## src/hdl/bitmap_range_engine_macros.svh

```systemverilog
// assertion macros shared by the bitmap range engine rtl
`ifndef BITMAP_RANGE_ENGINE_MACROS_SVH
`define BITMAP_RANGE_ENGINE_MACROS_SVH

// same-cycle implication, checked on every rising edge outside reset
`define BRE_ASSERT_NOW(label, ante, cons) \
    label: assert property (@(posedge i_clk) disable iff (!i_rst_n) (ante) |-> (cons)) \
        else $error("bitmap range engine check failed");

// next-cycle implication
`define BRE_ASSERT_NEXT(label, ante, cons) \
    label: assert property (@(posedge i_clk) disable iff (!i_rst_n) (ante) |=> (cons)) \
        else $error("bitmap range engine check failed");

`endif

```

## src/hdl/bre_ram.sv

```systemverilog
// generic single-port-write ram with registered read
`default_nettype none
module bre_ram #(
    parameter int WIDTH = 32,
    parameter int DEPTH = 128,
    localparam int ADDR_W = (DEPTH > 1) ? $clog2(DEPTH) : 1
) (
    input  wire logic              i_clk,
    input  wire logic              i_we,
    input  wire logic [ADDR_W-1:0] i_waddr,
    input  wire logic [WIDTH-1:0]  i_wdata,
    input  wire logic [ADDR_W-1:0] i_raddr,
    output logic      [WIDTH-1:0]  o_rdata
);
    logic [WIDTH-1:0] r_mem [DEPTH];

    always_ff @(posedge i_clk) begin
        if (i_we) begin
            r_mem[i_waddr] <= i_wdata;
        end
        o_rdata <= r_mem[i_raddr];
    end
endmodule
`default_nettype wire

```

## config.mk

```make
export PLATFORM = sky130hd
export DESIGN_NAME = bre_ram
export DESIGN_NICKNAME = d
export VERILOG_FILES = /design/src/hdl/bitmap_range_engine_macros.svh /design/src/hdl/bre_ram.sv
export SDC_FILE = /design/constraint.sdc
export NUM_CORES = 2
export LEC_CHECK = 0
export BUFFER_PORTS_ARGS = -buffer_cell sky130_fd_sc_hd__buf_2
export CAP_MARGIN = 20
export CELL_PAD_IN_SITES_DETAIL_PLACEMENT = 0
export CELL_PAD_IN_SITES_GLOBAL_PLACEMENT = 1
export CORE_AREA = 2 2 702 565
export DETAILED_ROUTE_END_ITERATION = 10
export DIE_AREA = 0 0 704 567
export HOLD_SLACK_MARGIN = 0.06
export PLACE_DENSITY = 0.66
export SYNTH_ARGS = -nofsm -noshare
export SYNTH_HDL_FRONTEND = slang
export SYNTH_SLANG_ARGS = --single-unit
```

## constraint.sdc

```tcl
create_clock -name i_clk -period 4.48 [get_ports i_clk]
set_clock_uncertainty 0.15 [all_clocks]
set_input_delay 0.224 -clock i_clk [delete_from_list [all_inputs] [get_ports i_clk]]
set_output_delay 0.224 -clock i_clk [all_outputs]
set_load 0.05 [all_outputs]
```

==> summary.md <==
| Metric | Value |
|---|---|
| I/O pins | 80 |
| P_leak | 54.6 nW |
| Root buffer cell | clkbuf_16 |
| Synthesis warning total | 0 |
| Crit path from | i_waddr[5] |
| CTS tree | yes |
| HP Class | input port to register |
| Post-synth top area cell | edfxtp_1 |
| CP arrival | 3.84 ns |
| # rows | 206 |
| CTS resizes | 0 |
| Routed len/inst | 36.6 um |
| Syn avg cell area | 26.1 um2 |
| Crit path required time | 4.94 ns |
| DR WL met2 | ~200000 um |
| Sum Neg Setup Slack | 0 ns |
| Cells on worst reg2reg path | 5 |
| Sink Count | 4128 |
| Met3 wire len | 52200 um |
| First-pass DRT Iterations | 5 |
| Final number of hold-violating endpoints | 0 |
| Starting Density | 0.399 |
| Pre-CTS setup slack | 0.699 ns |
| Vias in the first global route | 71800 |
| Distinct cell type count after synthesis | 17 |
| Hpwl dp | approximately 250000 um |
| Routed metal-1 wire length | 182000 um |
| Hold Crit Start | i_wdata[3] |
| Power share of the combinational group | 0.058 |
| Fill count | 31600 |
| DIE AREA | 399000 um2 |
| Slew headroom | 0.195 |
| Initial antenna violation count | 80 |
| DR vias | 73100 |
| Core Box Area | 392000 um2 |
| Drc violations | 0 |
| GRT overflow | 0 |
| Peak supply drop | 0.335 mV |
| Synth top area cells | edfxtp_1, mux4_2, clkbuf_1, dfxtp_1, nor2_1 |
| Critical Path Sink | r_mem[60][29] |
| Die Y | approximately 570 um |
| Synth Net Count | 6038 |
| Startpoint Class | input port |
| Crit-path max FO | 17 |
| Largest net degree at the start of global routing | 129 |
| Sequential-to-total area share from yosys stat | 0.791 |
| Clk Latency, worst-skew pair | around 0.95 ns |
| Final Critical Period | 3.39 ns |
| Worst Max-Slew Pin Slew | 1.21 ns |
| Top routing layer in use | met5 |
| Worst-path clk slew | 0.06 ns |
| Starting DRT DRC Count | about 12000 |
| Fin crit share | 0.756 |
| R2R setup slack | 1.26 ns |
| Critical Path End Type | register |
| IO buf count | 79 |
| Critical R2R Launch | r_mem[112][24] |
| Seq. cell area | 124000 um2 |
| RSZ-0062 raised after global routing | false |
| First-pass GRT wire length | 603000 um |
| Htree depth | 5 |
| Non-filler cells in the finished layout | between 10000 and 15000 |
| Final Max Tran Viols | 0 |
| TritonCTS Buffers | 386 |
| Total wire length | 442000 um |
| Setup Crit Path Kind | input port to register |
| Area grow syn2layout | 14.7% |
| Max-Cap Viols | 0 |
| Pint | about 63 mW |
| Final Wtd Congestion | 0.812 |
| Netlist Area Pre-Place | 156000 um2 |
| Sw Share | 0.216 |
| Via/cell ratio | 6.06 |
| Clk pwr share | 0.407 |
| Top-area cell type share of the netlist area | 0.787 |
| Post-route ant nets | 0 |
| Share of cells above drive strength 1 | 0.362 |
| Final worst slack | 1.09 ns |
| Setup bufs post-CTS | 0 |
| Number of placed instances, taps included | 11300 |
| Synth Register Bits | approximately 4100 |
| Layout net count | 6584 |
| Clock Path Buffers | 4 |
| GRT Util Overall | 0.218 |
| Critical R2R Capture | o_rdata[24] |
| Syn Inst Count | 5990 |
| Sequential share of power | 0.535 |
| Setup-failing EPs final | 0 |
| Status | complete, no violations |
| Power Dens Cells | between 400 and 500 nW/um2 |
| Die width | 704 um |
| Area of the multi-input gates | 32300 um2 |
| NetSw | 17.3 mW |
| Fmax | 295 MHz |
==> layout by cell type, fill, tap and decap left out, types with 3 or more instances in the layout <==
cell,count
nand2_1,11
clkinv_1,84
diode_2,36
nand3_1,8
buf_2,40
edfxtp_1,4096
clkbuf_16,394
nand3_2,4
buf_12,57
nor2b_1,7
inv_6,6
mux4_2,1344
mux2_2,32
clkinv_2,70
clkinvlp_4,12
bufinv_16,39
dlygate4sd3_1,47
clkbuf_8,8
buf_4,324
buf_8,3
nor3_2,9
nor2_1,3
clkbuf_1,72
nand4_1,3
nor2_4,119
dfxtp_1,32
nand2_2,3
clkinv_8,4
==> state kept, by name (all words and copies together) (netlist names) <==
name     cells
r_mem     4096
o_rdata     32
==> worst max-delay path, cell delays in order <==
cell	delay (ns)
dlygate4sd3_1	0.66
buf_2	0.24
nor2b_1	0.45
nand3_1	0.71
nor2_4	1.12
buf_4	0.42
==> logic make-up (layout without fill, tap and decap cells) <==
group         Yosys count  in the layout  synth area share
flops                4128           4128             0.791
mux                  1376           1376             0.196
buf+inv               316           1166           0.00839
simple gates          170            170           0.00446
other cells             0             36                 0
==> how the worst min path moves through the flow <==
stage | endpoint | slack [ns] | cells past startpoint
after global routing | r_mem[54][3] | 0.08 | 2
after floorplan | r_mem[0][0] | 0.17 | 0
after CTS | r_mem[54][6] | 0.08 | 2
after detailed placement | r_mem[37][6] | 0.50 | 1
final | r_mem[37][3] | 0.09 | 2
after global placement | r_mem[36][6] | 0.49 | 1
==> layout make-up <==
class,instances,share of cell area
Multi-Input combinational cell,1546,0.180
Tap cell,5200,0.0363
Timing Repair Buffer,474,0.0243
Clock inverter,218,0.0117
Sequential cell,4128,0.690
Antenna cell,36,0.000503
Clock buffer,474,0.0571
==> synthesized netlist by cell type <==
| cell | count |
|---|---|
| edfxtp_1 | 4096 |
| mux4_2 | 1344 |
| clkbuf_1 | 182 |
| nor2_1 | 122 |
| buf_2 | 79 |
| buf_1 | 50 |
| dfxtp_1 | 32 |
| mux2_2 | 32 |
| nand2_1 | 14 |
| nand3_1 | 12 |
| nor3_1 | 9 |
| nor2b_1 | 7 |
| buf_4 | 3 |
| nand4_1 | 3 |
| buf_6 | 2 |
| nand2b_1 | 2 |
| or3_1 | 1 |
==> layer usage <==
metal / vias to the layer above / track usage
met3: 617 / 0.0559
li1: 27500 / -
met2: 4446 / 0.318
met1: 40500 / 0.330
met4: 36 / 0.0521
met5: - / 0
==> repair_timing <==
action | in CTS | in global routing
setup endpoints to repair | 0 | 0
hold buffers | 47 | 0
endpoints found under the hold margin | 2735 | 0
==> metrics by stage <==
| stage | hold slack [ns] | power, mW | cell area, um2 | util |
|---|---|---|---|---|
| global placement | 0.486 | 48.1 | 166000 | 0.424 |
| CTS | 0.0814 | 80.5 | 179000 | 0.457 |
| detailed placement | 0.497 | 48.2 | 166000 | 0.424 |
| global route | 0.0810 | 82.1 | 179000 | 0.457 |
| finish | 0.0869 | 80.0 | 179000 | 0.457 |
| floorplan | 0.173 | 45.8 | 156000 | - |
==> power by group through the flow <==
stage	Clock [mW]	Combinational, mW	Sequential, mW
2_1_floorplan	0	2.06	43.7
3_3_place_gp	0	4.47	43.6
3_5_place_dp	0	4.53	43.7
4_1_cts	33.1	4.58	42.8
5_1_grt	34.5	4.77	42.8
6_report	32.6	4.61	42.8
Power figures use the tool's default switching activity.
