--- src/hdl/bitmap_range_engine_macros.svh ---
// assertion macros shared by the bitmap range engine rtl
`ifndef BITMAP_RANGE_ENGINE_MACROS_SVH
`define BITMAP_RANGE_ENGINE_MACROS_SVH

// same-cycle implication, checked on every rising edge outside reset
`define BRE_ASSERT_NOW(label, ante, cons) \
    label: assert property (@(posedge i_clk) disable iff (!i_rst_n) (ante) |-> (cons)) \
        else $error("bitmap range engine check failed");

// next-cycle implication
`define BRE_ASSERT_NEXT(label, ante, cons) \
    label: assert property (@(posedge i_clk) disable iff (!i_rst_n) (ante) |=> (cons)) \
        else $error("bitmap range engine check failed");

`endif

--- src/hdl/bre_pkg.sv ---
// shared types and constants of the bitmap range engine
`default_nettype none
package bre_pkg;

    localparam int MAX_BITS_DEF = 4096;
    localparam int WORD_BITS    = 32;
    localparam int BIT_W        = 5;
    localparam int CFG_W        = 13;
    localparam int IDX_W        = 12;
    localparam int ANS_W        = 13;
    localparam int CNT_W        = 6;
    localparam logic [CFG_W-1:0] CFG_RESET = 13'd4096;

    typedef enum logic [3:0] {
        OP_GET        = 4'd0,
        OP_SET        = 4'd1,
        OP_CLR        = 4'd2,
        OP_RANGE_SET  = 4'd3,
        OP_RANGE_CLR  = 4'd4,
        OP_RANGE_CNT  = 4'd5,
        OP_RUN_LEN    = 4'd6,
        OP_COMPLEMENT = 4'd7,
        OP_CLEAR_ALL  = 4'd8,
        OP_FILL_ALL   = 4'd9,
        OP_NEXT_SET   = 4'd10,
        OP_CURSOR_RST = 4'd11
    } t_op;

    typedef enum logic [1:0] {
        ST_OK   = 2'd0,
        ST_BAD  = 2'd1,
        ST_NONE = 2'd2
    } t_status;

    typedef enum logic [2:0] {
        K_READ = 3'd0,
        K_SET  = 3'd1,
        K_CLR  = 3'd2,
        K_INV  = 3'd3,
        K_RUN  = 3'd4,
        K_NEXT = 3'd5
    } t_kind;

    typedef struct packed {
        t_kind            kind;
        logic [BIT_W-1:0] lo;
        logic [BIT_W-1:0] hi;
        logic             run_value;
    } t_alu_ctl;

    typedef struct packed {
        logic [WORD_BITS-1:0] new_word;
        logic [CNT_W-1:0]     ones_before;
        logic [CNT_W-1:0]     ones_after;
        logic                 hit;
        logic [BIT_W-1:0]     hit_idx;
    } t_alu_res;

endpackage
`default_nettype wire

--- src/hdl/bre_word_alu.sv ---
// per-word modify, popcount and first-hit search
`default_nettype none
module bre_word_alu (
    input  wire logic [bre_pkg::WORD_BITS-1:0] i_old,
    input  wire bre_pkg::t_alu_ctl             i_ctl,
    output bre_pkg::t_alu_res                  o_res
);
    logic [bre_pkg::WORD_BITS-1:0] mask;
    logic [bre_pkg::WORD_BITS-1:0] hit_vec;
    logic [bre_pkg::WORD_BITS-1:0] new_word;

    function automatic logic [bre_pkg::CNT_W-1:0] popcnt(input logic [31:0] v);
        logic [bre_pkg::CNT_W-1:0] c;
        c = '0;
        for (int i = 0; i < 32; i++) begin
            c = c + bre_pkg::CNT_W'(v[i]);
        end
        return c;
    endfunction

    function automatic logic [bre_pkg::BIT_W-1:0] lowest(input logic [31:0] v);
        logic [bre_pkg::BIT_W-1:0] idx;
        idx = '0;
        for (int i = 31; i >= 0; i--) begin
            if (v[i]) begin
                idx = bre_pkg::BIT_W'(i);
            end
        end
        return idx;
    endfunction

    always_comb begin
        mask = ({32{1'b1}} << i_ctl.lo) & ({32{1'b1}} >> (5'd31 - i_ctl.hi));
        if (i_ctl.kind == bre_pkg::K_RUN) begin
            hit_vec = (i_old ^ {32{i_ctl.run_value}}) & mask;
        end else begin
            hit_vec = i_old & mask;
        end
        unique case (i_ctl.kind)
            bre_pkg::K_SET: new_word = i_old | mask;
            bre_pkg::K_CLR: new_word = i_old & ~mask;
            bre_pkg::K_INV: new_word = i_old ^ mask;
            default:        new_word = i_old;
        endcase
        o_res.new_word    = new_word;
        o_res.ones_before = popcnt(i_old & mask);
        o_res.ones_after  = popcnt(new_word & mask);
        o_res.hit         = |hit_vec;
        o_res.hit_idx     = lowest(hit_vec);
    end
endmodule
`default_nettype wire

--- config.mk ---
export PLATFORM = sky130hd
export DESIGN_NAME = bre_word_alu
export DESIGN_NICKNAME = d
export VERILOG_FILES = /design/src/hdl/bitmap_range_engine_macros.svh /design/src/hdl/bre_pkg.sv /design/src/hdl/bre_word_alu.sv
export SDC_FILE = /design/constraint.sdc
export NUM_CORES = 1
export LEC_CHECK = 0
export BUFFER_PORTS_ARGS = -buffer_cell sky130_fd_sc_hd__clkbuf_2
export CAP_MARGIN = 20
export CORE_MARGIN = 2
export CORE_UTILIZATION = 55
export DETAILED_ROUTE_END_ITERATION = 8
export GPL_TIMING_DRIVEN = 0
export PLACE_DENSITY = 0.81
export SYNTH_ARGS = -nofsm -noshare
export SYNTH_HDL_FRONTEND = slang
export SYNTH_SLANG_ARGS = --single-unit
--- constraint.sdc ---
create_clock -name vclk -period 15
set_clock_uncertainty 0.1 [all_clocks]
set_input_delay 4.5 -clock vclk [all_inputs]
set_output_delay 4.5 -clock vclk [all_outputs]
set_load 0.05 [all_outputs]
==> summary.txt <==
Route
  • Detailed Route WL: 21,600 µm
  • Per-cell routed wire length: 20.3 µm
  • Total number of vias: 6,453
  • Final ANT Viol Nets: 0
  • DRC viols: 0
  • First-pass DRT Iterations: 7
  • 1st-iter DRT viols: 973
  • Vias/cell: 6.06

Global route
  • Total grt overflow: 0
  • Initial antenna violation count: 0
  • Vias in the first global route: 5,680
  • GRT Util Overall: 0.324
  • First-pass GRT wire length: 29,500 µm
  • Pin count of the biggest net entering global routing: 11

Power and ir drop
  • Sw power: 0.319 mW
  • Seq pwr share: 0
  • P per Cell Area: 63.2 mW/mm²
  • Clk network pwr share: 0
  • Net Sw Frac: 0.660
  • Peak VDD IR: 95.3 µV
  • Total Power: 0.482 mW
  • Combinational fraction of design power: 1.000
  • Static leakage: 3.73 nW
  • Int Pwr: 0.164 mW

STA
  • Max transition margin: 0.303
  • Worst-margin pin slew: 1.04 ns
  • Pins Over Slew Limit: 0
  • Setup TNS: -0.521 ns
  • Post-route setup slack: -0.254 ns
  • RSZ-0062 raised after global routing: yes
  • Final hold viol count: 0
  • Period minus WS final: 15.25 ns
  • Final worst-path cycle share: 1.02
  • Fmax achieved: 65.6 MHz
  • Number of setup violations in the final report: 5

Synth
  • Synth area leader: ha_1
  • Syn avg cell area: 7.49 µm²
  • Most instantiated library cell after synthesis: inv_1
  • Synth Net Count: 1,001
  • Yosys warns: 0
  • Synth top cells by count: 127 x inv_1, 112 x ha_1, 84 x nand2_1, 63 x nor2_1, 52 x a21oi_1
  • Area share of the largest cell type after synthesis: 0.235
  • Mapped Cells: 796
  • Seq/Total Area, Yosys: 0
  • Area contributors post-synth: ha_1 24%, fa_1 16%, inv_1 8.0%
  • Synthesized area: 0.00596 mm²
  • Synth cell types: 79

Floorplanning
  • Die ar.: 0.0117 mm²
  • Initial core utilization: 0.557
  • Io pins: 96
  • Die X-Extent: 108 µm
  • Core area: 0.0107 mm²
  • Chip height: 108 µm
  • Row cnt: 38

Setup path
  • Worst-path fanout max: 4
  • Critical path destination: o_res[10]
  • Worst path required time: 10.40 ns
  • Critical path arrival: 10.65 ns
  • Crit path kind: primary input to output pin
  • Worst Setup SP: i_ctl[1]
  • Crit path capture type: output pin
  • Nature of the critical path startpoint: primary input

Hold path
  • Worst Hold Class: primary input to output pin

Placement
  • Port Buffer Count: 89
  • DP HPWL: 15,500 µm
  • DP Area: 0.00676 mm²
  • Post-Place Cells: 1,025
  • GP Congestion: 1.02

Layout
  • Final instance area: 0.00763 mm²
  • FF+latch count: 0
  • Antenna Cells: 0
  • Share of post-route cells with drive strength above 1: 0.320
  • Fin cells: 1,064
  • Nets@finish: 1,131
  • Reg area: 0 µm²
  • Clock buffer count: 0
  • Area growth syn-to-layout: 28.0%
  • Fill cell count: 839

Status
  • Failing checks: negative setup slack
  • Status: complete, but fails checks

Clock tree
  • Post-CTS Hold Buffers: 0

Run
  • MaxCap Viol Count: 0
==> cells by family after synthesis <==
group / Yosys count / share of synthesized area
compound gates: 176 / 0.195
xor+xnor: 39 / 0.0573
fa+ha+maj: 159 / 0.393
buf+inv: 172 / 0.126
mux: 32 / 0.0604
simple gates: 218 / 0.169
==> worst min-delay path by stage <==
stage | end | slack [ns] | from | depth (start not counted)
after floorplan | o_res[25] | 9.11 | i_old[7] | 2
after global placement | o_res[18] | 9.39 | i_old[0] | 4
after detailed placement | o_res[18] | 9.40 | i_old[0] | 4
after CTS | o_res[18] | 9.40 | i_old[0] | 4
after global routing | o_res[39] | 9.44 | i_old[21] | 4
final | o_res[18] | 9.41 | i_old[0] | 4
==> worst max-delay path, stage by stage <==
cell,delay (ns)
clkbuf_2,0.15
or3_4,0.40
a21oi_2,0.17
a211o_4,0.19
ha_4,0.22
mux2_4,0.28
a21oi_4,0.17
o21ai_4,0.08
and2_4,0.19
fa_1,0.45
inv_2,0.10
fa_2,0.47
fa_1,0.53
fa_2,0.45
fa_1,0.49
inv_1,0.05
fa_1,0.49
ha_2,0.22
inv_2,0.06
fa_2,0.36
inv_1,0.09
a21o_1,0.18
a21oi_4,0.09
xnor2_4,0.15
buf_8,0.16
==> per-stage QoR <==
stage / setup slack, ns / utilization / hold slack (ns)
finish: -0.254 / 0.713 / 9.41
global route: -0.355 / 0.713 / 9.44
CTS: -0.173 / 0.662 / 9.40
detailed placement: -0.811 / 0.631 / 9.40
global placement: -0.702 / 0.631 / 9.39
floorplan: -0.126 / - / 9.11
==> cells in the final DEF (no fill, tap or decap), types with 5 or more instances in the layout <==
master / Yosys / final
nand2_1: 84 / 78
inv_1: 127 / 117
buf_4: 3 / 40
buf_6: 7 / 16
buf_2: 15 / 8
a21oi_1: 52 / 34
fa_2: 0 / 7
mux2_2: 32 / 26
xor2_1: 17 / 17
ha_1: 112 / 104
clkbuf_2: 0 / 79
a31oi_1: 10 / 10
nand3_1: 16 / 15
nor2_1: 63 / 61
clkbuf_1: 14 / 12
o21ai_4: 0 / 9
inv_2: 1 / 10
buf_8: 1 / 7
a21oi_4: 0 / 7
xnor2_1: 22 / 20
o21ai_1: 2 / 8
o21a_1: 5 / 5
nand2_2: 1 / 7
o21ai_0: 47 / 25
mux2_4: 0 / 6
and2_1: 11 / 8
fa_1: 47 / 40
a21oi_2: 0 / 11
o21ai_2: 2 / 9
a22oi_1: 8 / 8
==> area by class of cell <==
type,count,area [µm²],share of cell area
multi-input cells,624,5760,0.755
repair buffers,129,875,0.115
inverters,128,483,0.0633
plain buffers,43,340,0.0446
well taps,140,175,0.0230
==> routing by layer <==
metal  track usage  vias to the layer above  routed length [µm]
li1              -                     2890                   -
met1         0.436                     3039                8300
met2         0.539                      412                9950
met3        0.0211                      112                2010
met4         0.134                        0                1300
met5             0                        -                   0
==> repair_timing <==
item                       CTS  global route
setup endpoints to repair    6             6
pin swaps                   24            38
gates cloned                 0             1
setup buffers               11            29
gates resized for setup     55            91
==> power by group through the flow <==
stage | sequential [mW] | combinational, mW | clock [mW]
2_1_floorplan | 0 | 0.327 | 0
6_report | 0 | 0.482 | 0
5_1_grt | 0 | 0.516 | 0
4_1_cts | 0 | 0.443 | 0
3_3_place_gp | 0 | 0.405 | 0
3_5_place_dp | 0 | 0.420 | 0
(Power assumes the default switching activity.)
